[src/design/lphs_pkg.sv]
// Shared types and constants of the linear-probing hash set.
// Used by the channel interfaces, the modulo unit and the top level.
package lphs_pkg;

   localparam int KEY_W    = 31;
   localparam int OP_W     = 2;
   localparam int STATUS_W = 2;
   localparam int SLOT_W   = 6;
   localparam int SIZE_W   = 7;
   localparam int MARK_W   = 2;
   localparam int SIZE_MAX = 127;
   localparam int CNT_W    = $clog2(KEY_W + 1);

   localparam logic [OP_W-1:0] OP_INSERT = 2'd0;
   localparam logic [OP_W-1:0] OP_DELETE = 2'd1;
   localparam logic [OP_W-1:0] OP_SEARCH = 2'd2;

   localparam logic [STATUS_W-1:0] STATUS_OK        = 2'd0;
   localparam logic [STATUS_W-1:0] STATUS_NOT_FOUND = 2'd1;
   localparam logic [STATUS_W-1:0] STATUS_FULL      = 2'd2;

   localparam logic [MARK_W-1:0] MARK_EMPTY = 2'd0;
   localparam logic [MARK_W-1:0] MARK_USED  = 2'd1;
   localparam logic [MARK_W-1:0] MARK_GONE  = 2'd2;

   localparam logic [SIZE_W-1:0] SIZE_RESET = 7'd5;

   typedef struct packed {
      logic              start;
      logic [KEY_W-1:0]  dividend;
      logic [SIZE_W-1:0] divisor;
   } mod_req_type;

   typedef struct packed {
      logic              busy;
      logic              done;
      logic [SIZE_W-1:0] remainder;
   } mod_rsp_type;

endpackage

[src/design/lphs_req_if.sv]
// Request channel of the hash set: operation and key with valid/ready.
// Depends on lphs_pkg.
interface lphs_req_if import lphs_pkg::*; ();
   logic             valid;
   logic             ready;
   logic [OP_W-1:0]  op;
   logic [KEY_W-1:0] key;

   modport source (output valid, output op, output key, input ready);
   modport sink   (input valid, input op, input key, output ready);
endinterface

[src/design/lphs_rsp_if.sv]
// Response channel of the hash set: status, key and slot with valid/ready.
// Depends on lphs_pkg.
interface lphs_rsp_if import lphs_pkg::*; ();
   logic                valid;
   logic                ready;
   logic [STATUS_W-1:0] status;
   logic [KEY_W-1:0]    key_out;
   logic [SLOT_W-1:0]   slot;

   modport source (output valid, output status, output key_out, output slot, input ready);
   modport sink   (input valid, input status, input key_out, input slot, output ready);
endinterface

[src/design/linear_probe_hash_set_unit.sv]
// Channel  Dir  Transfer fields               Notes
// req_bus  in   op, key                       one request per transfer
// rsp_bus  out  status, key_out, slot         exactly one response per request
// csr_*    in   write_en, write_data (size)   write only while idle
//
// Steps: accept, the bit-serial modulo, then one probed slot per cycle (up to the
// table size) on the one read and one write port of the slot memory, then a load
// of the response register.
// An unused operation code skips the modulo and probing and answers not found.
// Reset: synchronous; a clearing pass over all SLOTS slots marks every slot empty
// and holds req_bus.ready low. A stalled response holds; the next request is
// accepted meanwhile and waits in its result state.
// Depends on lphs_pkg, lphs_req_if, lphs_rsp_if and lphs_mod_unit.
module linear_probe_hash_set_unit import lphs_pkg::*; #(
   parameter int SLOTS = 64
) (
   input  logic              clock,
   input  logic              reset,
   lphs_req_if.sink          req_bus,
   lphs_rsp_if.source        rsp_bus,
   input  logic              csr_write_en,
   input  logic [SIZE_W-1:0] csr_write_data
);

   localparam int AW    = $clog2(SLOTS);
   localparam int MEM_W = MARK_W + KEY_W;
   localparam logic [SIZE_W-1:0] SIZE_CAP  = SIZE_W'((SLOTS > SIZE_MAX) ? SIZE_MAX : SLOTS);
   localparam logic [AW-1:0]     LAST_ADDR = AW'(SLOTS - 1);

   typedef enum logic [2:0] {
      ST_CLEAR,
      ST_IDLE,
      ST_HASH,
      ST_PROBE,
      ST_RESULT
   } state_type;

   state_type           state_ff;
   logic [SIZE_W-1:0]   size_ff;
   logic [AW-1:0]       clr_ff;
   logic [OP_W-1:0]     op_ff;
   logic [KEY_W-1:0]    key_ff;
   logic [SIZE_W-1:0]   idx_ff;
   logic [SIZE_W-1:0]   step_ff;
   logic [STATUS_W-1:0] res_status_ff;
   logic [KEY_W-1:0]    res_key_ff;
   logic [SLOT_W-1:0]   res_slot_ff;
   logic                rsp_valid_ff;
   logic [STATUS_W-1:0] rsp_status_ff;
   logic [KEY_W-1:0]    rsp_key_ff;
   logic [SLOT_W-1:0]   rsp_slot_ff;
   logic [MEM_W-1:0]    rd_data_ff;
   logic [MEM_W-1:0]    mem [SLOTS];

   logic [SIZE_W-1:0]   n_eff;
   logic [SIZE_W-1:0]   n_last;
   logic [SIZE_W-1:0]   idx_in;
   logic                req_accept;
   logic                op_known;
   logic [MARK_W-1:0]   rd_mark;
   logic [KEY_W-1:0]    rd_key;
   logic                slot_free;
   logic                key_hit;
   logic                probe_last;
   logic                rsp_load;
   logic [AW-1:0]       rd_addr;
   logic                wr_en;
   logic [AW-1:0]       wr_addr;
   logic [MEM_W-1:0]    wr_data;
   mod_req_type         mod_req;
   mod_rsp_type         mod_rsp;

   // configuration register
   always_ff @(posedge clock) begin
      if (reset) begin
         size_ff <= SIZE_RESET;
      end else if (csr_write_en) begin
         size_ff <= csr_write_data;
      end
   end

   always_comb begin
      if (size_ff == '0) begin
         n_eff = SIZE_W'(1);
      end else if (size_ff > SIZE_CAP) begin
         n_eff = SIZE_CAP;
      end else begin
         n_eff = size_ff;
      end
      n_last = n_eff - SIZE_W'(1);
   end

   assign req_bus.ready = (state_ff == ST_IDLE);
   assign req_accept    = req_bus.valid && req_bus.ready;

   always_comb begin
      case (req_bus.op)
         OP_INSERT, OP_DELETE, OP_SEARCH: op_known = 1'b1;
         default:                         op_known = 1'b0;
      endcase
   end

   assign mod_req.start    = req_accept && op_known;
   assign mod_req.dividend = req_bus.key;
   assign mod_req.divisor  = n_eff;

   lphs_mod_unit u_mod (
      .clock   (clock),
      .reset   (reset),
      .mod_req (mod_req),
      .mod_rsp (mod_rsp)
   );

   // probe decode of the slot just read
   assign rd_mark    = rd_data_ff[MEM_W-1 -: MARK_W];
   assign rd_key     = rd_data_ff[KEY_W-1:0];
   assign slot_free  = (rd_mark != MARK_USED);
   assign key_hit    = (rd_mark == MARK_USED) && (rd_key == key_ff);
   assign probe_last = (step_ff == n_last);
   assign idx_in     = (idx_ff == n_last) ? '0 : idx_ff + SIZE_W'(1);
   assign rsp_load   = (state_ff == ST_RESULT) && (!rsp_valid_ff || rsp_bus.ready);

   // read ahead: the home slot when the modulo ends, else the next probe slot
   assign rd_addr = (state_ff == ST_HASH) ? AW'(mod_rsp.remainder) : AW'(idx_in);

   always_comb begin
      wr_en   = 1'b0;
      wr_addr = AW'(idx_ff);
      wr_data = {MARK_USED, key_ff};
      case (state_ff)
         ST_CLEAR: begin
            wr_en   = 1'b1;
            wr_addr = clr_ff;
            wr_data = {MARK_EMPTY, KEY_W'(0)};
         end
         ST_PROBE: begin
            case (op_ff)
               OP_INSERT: wr_en = slot_free;
               OP_DELETE: begin
                  wr_en   = key_hit;
                  wr_data = {MARK_GONE, rd_key};
               end
               default: wr_en = 1'b0;
            endcase
         end
         default: wr_en = 1'b0;
      endcase
   end

   always_ff @(posedge clock) begin
      if (wr_en) begin
         mem[wr_addr] <= wr_data;
      end
      rd_data_ff <= mem[rd_addr];
   end

   always_ff @(posedge clock) begin
      if (reset) begin
         state_ff     <= ST_CLEAR;
         clr_ff       <= '0;
         rsp_valid_ff <= 1'b0;
      end else begin
         if (rsp_load) begin
            rsp_valid_ff <= 1'b1;
         end else if (rsp_valid_ff && rsp_bus.ready) begin
            rsp_valid_ff <= 1'b0;
         end
         case (state_ff)
            ST_CLEAR: begin
               clr_ff <= clr_ff + AW'(1);
               if (clr_ff == LAST_ADDR) begin
                  state_ff <= ST_IDLE;
               end
            end
            ST_IDLE: begin
               if (req_accept) begin
                  op_ff  <= req_bus.op;
                  key_ff <= req_bus.key;
                  if (op_known) begin
                     state_ff <= ST_HASH;
                  end else begin
                     res_status_ff <= STATUS_NOT_FOUND;
                     res_key_ff    <= '0;
                     res_slot_ff   <= '0;
                     state_ff      <= ST_RESULT;
                  end
               end
            end
            ST_HASH: begin
               if (mod_rsp.done) begin
                  idx_ff   <= mod_rsp.remainder;
                  step_ff  <= '0;
                  state_ff <= ST_PROBE;
               end
            end
            ST_PROBE: begin
               if ((op_ff == OP_INSERT) ? slot_free : key_hit) begin
                  res_status_ff <= STATUS_OK;
                  res_key_ff    <= key_ff;
                  res_slot_ff   <= idx_ff[SLOT_W-1:0];
                  state_ff      <= ST_RESULT;
               end else if (((op_ff != OP_INSERT) && (rd_mark == MARK_EMPTY)) || probe_last) begin
                  res_status_ff <= (op_ff == OP_INSERT) ? STATUS_FULL : STATUS_NOT_FOUND;
                  res_key_ff    <= '0;
                  res_slot_ff   <= '0;
                  state_ff      <= ST_RESULT;
               end else begin
                  // advance to the next slot; its read is already under way
                  idx_ff  <= idx_in;
                  step_ff <= step_ff + SIZE_W'(1);
               end
            end
            ST_RESULT: begin
               // hold until the response register is free
               if (rsp_load) begin
                  rsp_status_ff <= res_status_ff;
                  rsp_key_ff    <= res_key_ff;
                  rsp_slot_ff   <= res_slot_ff;
                  state_ff      <= ST_IDLE;
               end
            end
            default: state_ff <= ST_IDLE;
         endcase
      end
   end

   assign rsp_bus.valid   = rsp_valid_ff;
   assign rsp_bus.status  = rsp_status_ff;
   assign rsp_bus.key_out = rsp_key_ff;
   assign rsp_bus.slot    = rsp_slot_ff;

   a_done_in_hash: assert property (@(posedge clock) disable iff (reset)
      mod_rsp.done |-> (state_ff == ST_HASH))
      else $error("modulo result outside the hash state");

   a_home_in_range: assert property (@(posedge clock) disable iff (reset)
      mod_rsp.done |-> (mod_rsp.remainder < n_eff))
      else $error("home slot beyond table size");

   a_probe_in_range: assert property (@(posedge clock) disable iff (reset)
      (state_ff == ST_PROBE) |-> ((idx_ff < n_eff) && (step_ff < n_eff)))
      else $error("probe index or step count out of range");

   a_fail_zero_payload: assert property (@(posedge clock) disable iff (reset)
      (rsp_valid_ff && (rsp_status_ff != STATUS_OK))
         |-> ((rsp_key_ff == '0) && (rsp_slot_ff == '0)))
      else $error("failed response carries a key or slot");

   a_accept_starts_hash: assert property (@(posedge clock) disable iff (reset)
      mod_req.start |=> ((state_ff == ST_HASH) && mod_rsp.busy))
      else $error("accepted request did not start the modulo");

endmodule

[src/design/lphs_mod_unit.sv]
// Bit-serial restoring modulo: key modulo table size, one key bit per cycle.
// Depends on lphs_pkg.
module lphs_mod_unit import lphs_pkg::*; (
   input  logic        clock,
   input  logic        reset,
   input  mod_req_type mod_req,
   output mod_rsp_type mod_rsp
);

   logic              busy_ff;
   logic              done_ff;
   logic [CNT_W-1:0]  cnt_ff;
   logic [KEY_W-1:0]  shift_ff;
   logic [SIZE_W-1:0] div_ff;
   logic [SIZE_W-1:0] rem_ff;
   logic [SIZE_W-1:0] rem_in;
   logic [SIZE_W:0]   trial;

   always_comb begin
      trial = {rem_ff, shift_ff[KEY_W-1]};
      if (trial >= {1'b0, div_ff}) begin
         rem_in = SIZE_W'(trial - {1'b0, div_ff});
      end else begin
         rem_in = trial[SIZE_W-1:0];
      end
   end

   always_ff @(posedge clock) begin
      if (reset) begin
         busy_ff <= 1'b0;
         done_ff <= 1'b0;
         cnt_ff  <= '0;
      end else begin
         done_ff <= 1'b0;
         if (mod_req.start) begin
            busy_ff  <= 1'b1;
            cnt_ff   <= CNT_W'(KEY_W);
            shift_ff <= mod_req.dividend;
            div_ff   <= mod_req.divisor;
            rem_ff   <= '0;
         end else if (busy_ff) begin
            rem_ff   <= rem_in;
            shift_ff <= {shift_ff[KEY_W-2:0], 1'b0};
            cnt_ff   <= cnt_ff - 1'b1;
            if (cnt_ff == CNT_W'(1)) begin
               busy_ff <= 1'b0;
               done_ff <= 1'b1;
            end
         end
      end
   end

   assign mod_rsp.busy      = busy_ff;
   assign mod_rsp.done      = done_ff;
   assign mod_rsp.remainder = rem_ff;

endmodule
[src/flat_wrapper.sv]
// flat-port wrapper written by rule: the top's interface ports become plain ports
module linear_probe_hash_set_unit_flat import lphs_pkg::*;
#(
   parameter int SLOTS = 64
)
  (clock, reset, csr_write_en, csr_write_data, req_bus_valid, req_bus_op, req_bus_key, req_bus_ready, rsp_bus_valid, rsp_bus_status, rsp_bus_key_out, rsp_bus_slot, rsp_bus_ready);
  lphs_req_if req_bus_i ();
  lphs_rsp_if rsp_bus_i ();
  input  logic clock;
  input  logic reset;
  input  logic csr_write_en;
  input  logic [SIZE_W-1:0] csr_write_data;
  input wire logic [$bits(req_bus_i.valid)-1:0] req_bus_valid;
  input wire logic [$bits(req_bus_i.op)-1:0] req_bus_op;
  input wire logic [$bits(req_bus_i.key)-1:0] req_bus_key;
  output wire logic [$bits(req_bus_i.ready)-1:0] req_bus_ready;
  output wire logic [$bits(rsp_bus_i.valid)-1:0] rsp_bus_valid;
  output wire logic [$bits(rsp_bus_i.status)-1:0] rsp_bus_status;
  output wire logic [$bits(rsp_bus_i.key_out)-1:0] rsp_bus_key_out;
  output wire logic [$bits(rsp_bus_i.slot)-1:0] rsp_bus_slot;
  input wire logic [$bits(rsp_bus_i.ready)-1:0] rsp_bus_ready;
  assign req_bus_i.valid = req_bus_valid;
  assign req_bus_i.op = req_bus_op;
  assign req_bus_i.key = req_bus_key;
  assign req_bus_ready = req_bus_i.ready;
  assign rsp_bus_valid = rsp_bus_i.valid;
  assign rsp_bus_status = rsp_bus_i.status;
  assign rsp_bus_key_out = rsp_bus_i.key_out;
  assign rsp_bus_slot = rsp_bus_i.slot;
  assign rsp_bus_i.ready = rsp_bus_ready;
  linear_probe_hash_set_unit #(.SLOTS(SLOTS)) u_core (.clock(clock), .reset(reset), .req_bus(req_bus_i), .rsp_bus(rsp_bus_i), .csr_write_en(csr_write_en), .csr_write_data(csr_write_data));
endmodule
[config.mk]
export PLATFORM = sky130hd
export DESIGN_NAME = linear_probe_hash_set_unit_flat
export DESIGN_NICKNAME = d
export VERILOG_FILES = /design/src/design/lphs_pkg.sv /design/src/design/lphs_req_if.sv /design/src/design/lphs_rsp_if.sv /design/src/design/linear_probe_hash_set_unit.sv /design/src/design/lphs_mod_unit.sv /design/src/flat_wrapper.sv
export SDC_FILE = /design/constraint.sdc
export NUM_CORES = 2
export LEC_CHECK = 0
export ABC_AREA = 1
export BUFFER_PORTS_ARGS = -buffer_cell sky130_fd_sc_hd__buf_2
export CAP_MARGIN = 20
export CORE_UTILIZATION = 35
export DETAILED_ROUTE_END_ITERATION = 8
export GPL_TIMING_DRIVEN = 0
export PLACE_DENSITY = 0.47
export SLEW_MARGIN = 20
export SYNTH_ARGS = -nofsm -noshare
export SYNTH_HDL_FRONTEND = slang
export SYNTH_SLANG_ARGS = --single-unit
[constraint.sdc]
create_clock -name clock -period 16.17 [get_ports clock]
set_input_delay 0.8085 -clock clock [delete_from_list [all_inputs] [get_ports clock]]
set_output_delay 0.8085 -clock clock [all_outputs]
set_load 0.1 [all_outputs]
== Word level (Yosys, flattened, before mapping) ==
Memories as Yosys holds them, arrays and structs flattened. A register that Yosys moved wholly into a read port is not among the register bits.
Index checks and enable logic that the tools add are counted.

* Bits in registers: 194
* Memory bits (writable): 2112
* Input bits: 45
* Output and inout bits: 41
* Logic and storage cells: 138
* Memories: 1

{| class="wikitable"
|+ Memories
! memory !! depth !! width !! rd ports !! clocked after Yosys merged registers in !! wr ports !! RTL line !! text
|-
| u_core.mem || 64 || 33 || 1 || 1 || 1 || linear_probe_hash_set_unit.sv:53 || <nowiki>logic [MEM_W-1:0] mem [SLOTS];</nowiki>
|}

* $add $sub $neg: 6
* Magnitude comparators: 2
* Eq/ne operators: 22
* Muxes and demuxes: 57
* Bitwise operators: 2
* Reduce and logical (&&, ||, !) cells: 28

{| class="wikitable"
|+ Operators with widths
! kind !! number
|-
| $mux 31 || 6
|-
| $mux 7 || 11
|-
| $pmux 33 s2 || 1
|-
| $pmux 31 s2 || 1
|-
| $mux 6 || 6
|-
| $mux 33 || 1
|-
| $eq 31x31->1 || 1
|-
| $pmux 7 s2 || 2
|-
| $mux 3 || 7
|-
| $pmux 3 s5 || 1
|-
| $reduce_and 5->1 || 3
|-
| $add 7x1->7 const B || 2
|-
| $eq 7x7->1 || 2
|-
| $pmux 6 s2 || 1
|-
| $mux 1 || 10
|-
| $mux 2 || 5
|-
| $mux 5 || 2
|-
| $ne 2x2->1 const B || 5
|-
| $reduce_bool 2->1 || 5
|-
| $ge 8x7->1 || 1
|-
| $gt 7x7->1 const B || 1
|-
| $logic_not 7->1 || 1
|-
| $sub 7x1->7 const B || 1
|-
| $sub 7x7->7 || 1
|-
| other kinds (22) || 40
|}

== Longest topological paths before layout ==
* Depth after elaboration: 9
* Gate-level depth with buffers: 29

== Modules after synthesis ==
A second synthesis with hierarchy kept.

* Cells, all modules: 9021
* Area, all modules: 101853.9 µm²

{| class="wikitable"
|+ By module, submodules not included
! module !! times used !! cells an instance !! area an instance (µm²) !! seq. area each (µm²)
|-
| linear_probe_hash_set_unit || 1 || 8727 || 99250.2 || 68175.4
|-
| lphs_mod_unit || 1 || 294 || 2603.7 || 1491.4
|}

== Least setup slack after synthesis ==
Ideal clock, no wire load.

* Kind: reg2reg
* Start: reg u_core.state_ff[0]
* End: mem u_core.mem[0][19] in the netlist's numbering, data pin
* Setup time: 0.702 ns
* Arrival: 5.573 ns
* Required time: 15.468 ns
* Slack: 9.895 ns
* Stages on the path, launching flop included: 11
* Buffers on the path: 1
* Cells stage by stage: dfxtp_1 > inv_1 > nor2_1 > inv_1 > nor2_1 > nand2_1 > clkinv_1 > nor2_1 > inv_1 > clkbuf_1 > o21ai_0

* Word-level cells in the longest chain between the ends: 2
* Elaborated cells on any way between the ends: 3
* Classes of those cells: eq/ne: 1; mux: 1; reduce/logical: 1

{| class="wikitable"
|+ RTL lines
! what !! RTL line !! text
|-
| start, declared || linear_probe_hash_set_unit.sv:38 || <nowiki>state_type state_ff;</nowiki>
|-
| start signal, assigned || linear_probe_hash_set_unit.sv:159 || <nowiki>state_ff <= ST_CLEAR;</nowiki>
|-
| start signal, assigned || linear_probe_hash_set_unit.sv:172 || <nowiki>state_ff <= ST_IDLE;</nowiki>
|-
| start signal, assigned || linear_probe_hash_set_unit.sv:180 || <nowiki>state_ff <= ST_HASH;</nowiki>
|-
| $eq 3x2->1 / $logic_not 3->1 (equally long branches) || linear_probe_hash_set_unit.sv:130 || <nowiki>case (state_ff)</nowiki>
|-
| $pmux 33 s2 * || linear_probe_hash_set_unit.sv:130 ||
|-
| via u_core.wr_data[19] || linear_probe_hash_set_unit.sv:69 || <nowiki>logic [MEM_W-1:0] wr_data;</nowiki>
|-
| end, declared || linear_probe_hash_set_unit.sv:53 ||
|}

The timed path passes the listed nets; every way through them passes the cells marked *.

==> results.sh <==
export IMPL_worst_hold_path_type="in2reg"
export IMPL_yosys_area_top_type_share_pct=67.7
export IMPL_period_needed_ps=6380
export IMPL_vias_in_the_first_global_route=69500
export IMPL_core_area_um2=288000
export IMPL_final_hold_worst_slack_ps=134
export IMPL_synth_edff_count=2282
export IMPL_tritoncts_num_buffers=272
export IMPL_fp_dieArea_um2=291000
export IMPL_pwr_share_seq_pct=33.4
export IMPL_drive_above_1_share_pct=12.0
export IMPL_synth_most_common_cell="edfxtp_1"
export IMPL_boundaryPins=86
export IMPL_power_ir_vdd_worst_mv=0.106
export IMPL_p_sw_share_pct=42.6
export IMPL_cell_at_the_root_of_the_clock_tree="clkbuf_16"
export IMPL_pwr_share_comb_pct=41.6
export IMPL_fin_util_pct=42.4
export IMPL_relSlewSlack_pct=16.5
export IMPL_power_frac_clock_pct=25.0
export IMPL_critical_path_slowest_cell="buf_1"
export IMPL_ff2ff_path_depth=25
export IMPL_cts_hold_buffers_added=0
export IMPL_synth_warning_count=0
export IMPL_cap_viol_max_count=0
export IMPL_globalRouteTotalUtil_pct=29.5
export IMPL_hold_path_cell_count=1
export IMPL_max_freq_ghz=0.157
export IMPL_ys_async_rst_share_pct=0
export IMPL_clock_sink_count=2339
export IMPL_synth_cells_most_frequent="edfxtp_1, nand3_1, nand2_1, inv_1, nand3b_1"
export IMPL_synth_ff_type="edfxtp_1"
export IMPL_dpl_hpwl_um=324000
export IMPL_worstSetupPathType="reg2reg"
export IMPL_netlist_instances=9007
export IMPL_globalplace_congestion=0.991
export IMPL_globalRouteOverflowTotal=0
export IMPL_fraction_of_the_cycle_the_final_worst_path_needs_pct=39.5
export IMPL_synth_top_cell_by_area="edfxtp_1"
export IMPL_post_cts_resized=0
export IMPL_timing_hold_violations_final=0
export IMPL_timing_hold_worst_start="req_bus_op[1]"
export IMPL_r2r_end="u_core.rd_data_ff[16]$_DFF_P_"
export IMPL_timing_critical_path_mode_cell="nand2_1"
export IMPL_switching_power_summed_over_all_nets_mw=9.93
export IMPL_cts_max_path_buffers=4
export IMPL_worst_r2r_startpoint="u_core.size_ff[5]$_SDFFE_PP0P_"
export IMPL_grt_first_pass_wirelength_um=589000
export IMPL_ys_types=42
export IMPL_syn2layout_area_growth_pct=20.7
export IMPL_max_slew_worst_pin_slew_ps=1250
export IMPL_vias_per_cell=5.53
export IMPL_seq_area_frac_synth_pct=68.8
export IMPL_power_leakage_nw=46.9
export IMPL_drc=0
export IMPL_clk_latency_ps=890
export IMPL_timing_critical_path_required_ps=16870
export IMPL_worst_setup_hold_path_clk_slew_ps=60
export IMPL_placement_io_buffers=85
export IMPL_ys_ff_latch=2339
export IMPL_worst_ep_arrival_time_ps=7080
export IMPL_path_max_fanout=10
export IMPL_cts_htree_levels=5
export IMPL_stdcell_count=13600
export IMPL_p_per_area_nw_per_um2=191
export IMPL_fillers=27000
export IMPL_syn_area_um2=101000
export IMPL_path_delay_family="simple AND/OR/NAND/NOR gates"
export IMPL_final_setup_viol_count=0
export IMPL_synth_area_leaders="edfxtp_1, nand3_1, nand2_1, nand3b_1, inv_1"
export IMPL_postRouteWirelength_um=438000
export IMPL_r2r_slack_ps=9790
export IMPL_die_height_um=540
export IMPL_worst_setup_path_end_kind="register"
export IMPL_grt_start_max_net_pins=46
export IMPL_dpl_cell_count=13200
export IMPL_skew_ps=53.7
export IMPL_cell_internal_pwr_mw=13.4
export IMPL_drt_pass1_iter_count=9
export IMPL_detail_route_wl_per_cell_um=32.1
export IMPL_result_of_the_run="completed"
export IMPL_final_net_count=9720
export IMPL_antenna_violating_nets_post_route=0
export IMPL_setup_repair_after_global_routing_missed_its_margin="no"
export IMPL_grt_antenna_before_repair=38
export IMPL_cts_setup_buffers=0
export IMPL_die_w_um=540
export IMPL_initial_utilization_pct=35.2
export IMPL_fin_tns_setup_ps=0
export IMPL_drtIter0Drc=10700
export IMPL_slew_violations=0
export IMPL_fp_row_count=197
export IMPL_worst_hold_path_endpoint="u_core.op_ff[1]$_DFFE_PP_"
export IMPL_synth_nets=9066
export IMPL_synth_avg_cell_area_um2=11.2
export IMPL_vias=75400
export IMPL_final_total_pwr_mw=23.3
export IMPL_cts_tree="done"
export IMPL_critical_path_max_stage_delay_ps=930
export IMPL_cp_start_kind="register"
export IMPL_crit_buf_inv=5
worst reg2reg max path: stages, from the launching register on:
cell and delay [ps]:
dfxtp_1 310, inv_1 150, nand2_1 110, nor2_1 140
nand2_1 120, nand2_2 130, inv_1 60, ha_1 270
inv_1 90, nand2_1 70, nand2_1 150, nand2_1 70
a21oi_1 170, nand4_1 110, nor2_1 140, nand2_2 140
nand2_1 110, nand2_1 50, o21ai_1 390, buf_2 870
buf_1 940, nand3_1 460, nand3_1 430, nand3_1 250
nand3_1 300, nand2_1 220
how the worst max path moves through the flow:
stage / from / end / slack (ps) / cells after the start
6_report: u_core.size_ff[5]$_SDFFE_PP0P_ / u_core.rd_data_ff[16]$_DFF_P_ / 9790 / 25
5_1_grt: u_core.size_ff[5]$_SDFFE_PP0P_ / u_core.rd_data_ff[16]$_DFF_P_ / 9680 / 25
4_1_cts: u_core.size_ff[5]$_SDFFE_PP0P_ / u_core.rd_data_ff[16]$_DFF_P_ / 9980 / 25
3_5_place_dp: u_core.size_ff[5]$_SDFFE_PP0P_ / u_core.rd_data_ff[16]$_DFF_P_ / 10020 / 25
3_3_place_gp: u_core.state_ff[0]$_SDFFE_PP0P_ / u_core.mem[36][10]$_DFFE_PP_ / -2900 / 10
2_1_floorplan: u_core.state_ff[0]$_SDFFE_PP0P_ / u_core.mem[0][19]$_DFFE_PP_ / 9900 / 10
metrics by stage:
step	instance area, µm²	setup slack [ps]
2_1_floorplan	101000	9900
3_3_place_gp	106000	-2900
3_5_place_dp	114000	10020
4_1_cts	122000	9980
5_1_grt	122000	9680
6_report	122000	9790
state kept, by name (all words and copies together) (netlist names), 31 cells and up:
signal and flops:
u_core.mem 2112, u_core.key_ff 31, u_core.rd_data_ff 33, u_core.rsp_bus.key_out 31, u_core.res_key_ff 31, u_core.u_mod.shift_ff 31
routing by layer:
| metal | part of all wire [%] | GRT usage (%) | vias up |
|---|---|---|---|
| li1 | - | - | 32400 |
| met1 | 41 | 40.3 | 37800 |
| met2 | 44 | 44.9 | 4333 |
| met3 | 10 | 6.41 | 818 |
| met4 | 5.1 | 13.1 | 0 |
| met5 | 0 | 0 | - |
placed cells by master (no fill, tap or decap), types with 37 or more instances in the layout:
cell type     n
edfxtp_1   2282
nand3_1    1964
nand2_1    1895
inv_1      1051
nand3b_1    783
buf_2       368
clkbuf_16   276
clkbuf_1    266
buf_16      140
buf_12      136
nor2_1       95
nor2_4       65
dfxtp_1      57
clkinv_1     56
o21ai_0      41
buf_1        39
clkinv_2     37
power by group through the flow:
stage,combinational [mW],sequential (mW),clock (mW)
after floorplan,4.00,7.98,0
after global placement,8.21,8.34,0
after detailed placement,9.36,7.91,0
after CTS,9.39,7.79,5.87
after global routing,9.93,7.82,6.09
final,9.69,7.79,5.82
layout make-up:
type,instances,area [µm²],area share [%]
well taps,3781,4730,3.87
diodes,17,42.5,0.0348
repair buffers,380,7200,5.89
multi-input cells,5027,25800,21.1
flip-flops and latches,2339,69700,57.0
clock buffers,335,7130,5.83
clock inverters,119,900,0.736
inverters,1062,3990,3.26
plain buffers,579,2760,2.25
cell families after synthesis:
logic type / after synthesis / share of synthesized area (%)
buffers and inverters: 1641 / 6.63
AND/OR/NAND/NOR: 4857 / 23.5
flip-flops: 2339 / 68.8
XOR/XNOR: 16 / 0.138
adder cells (fa/ha/maj): 14 / 0.180
AO/OA/AOI/OAI: 140 / 0.781
Note: power is estimated with default switching activity, not from simulation.
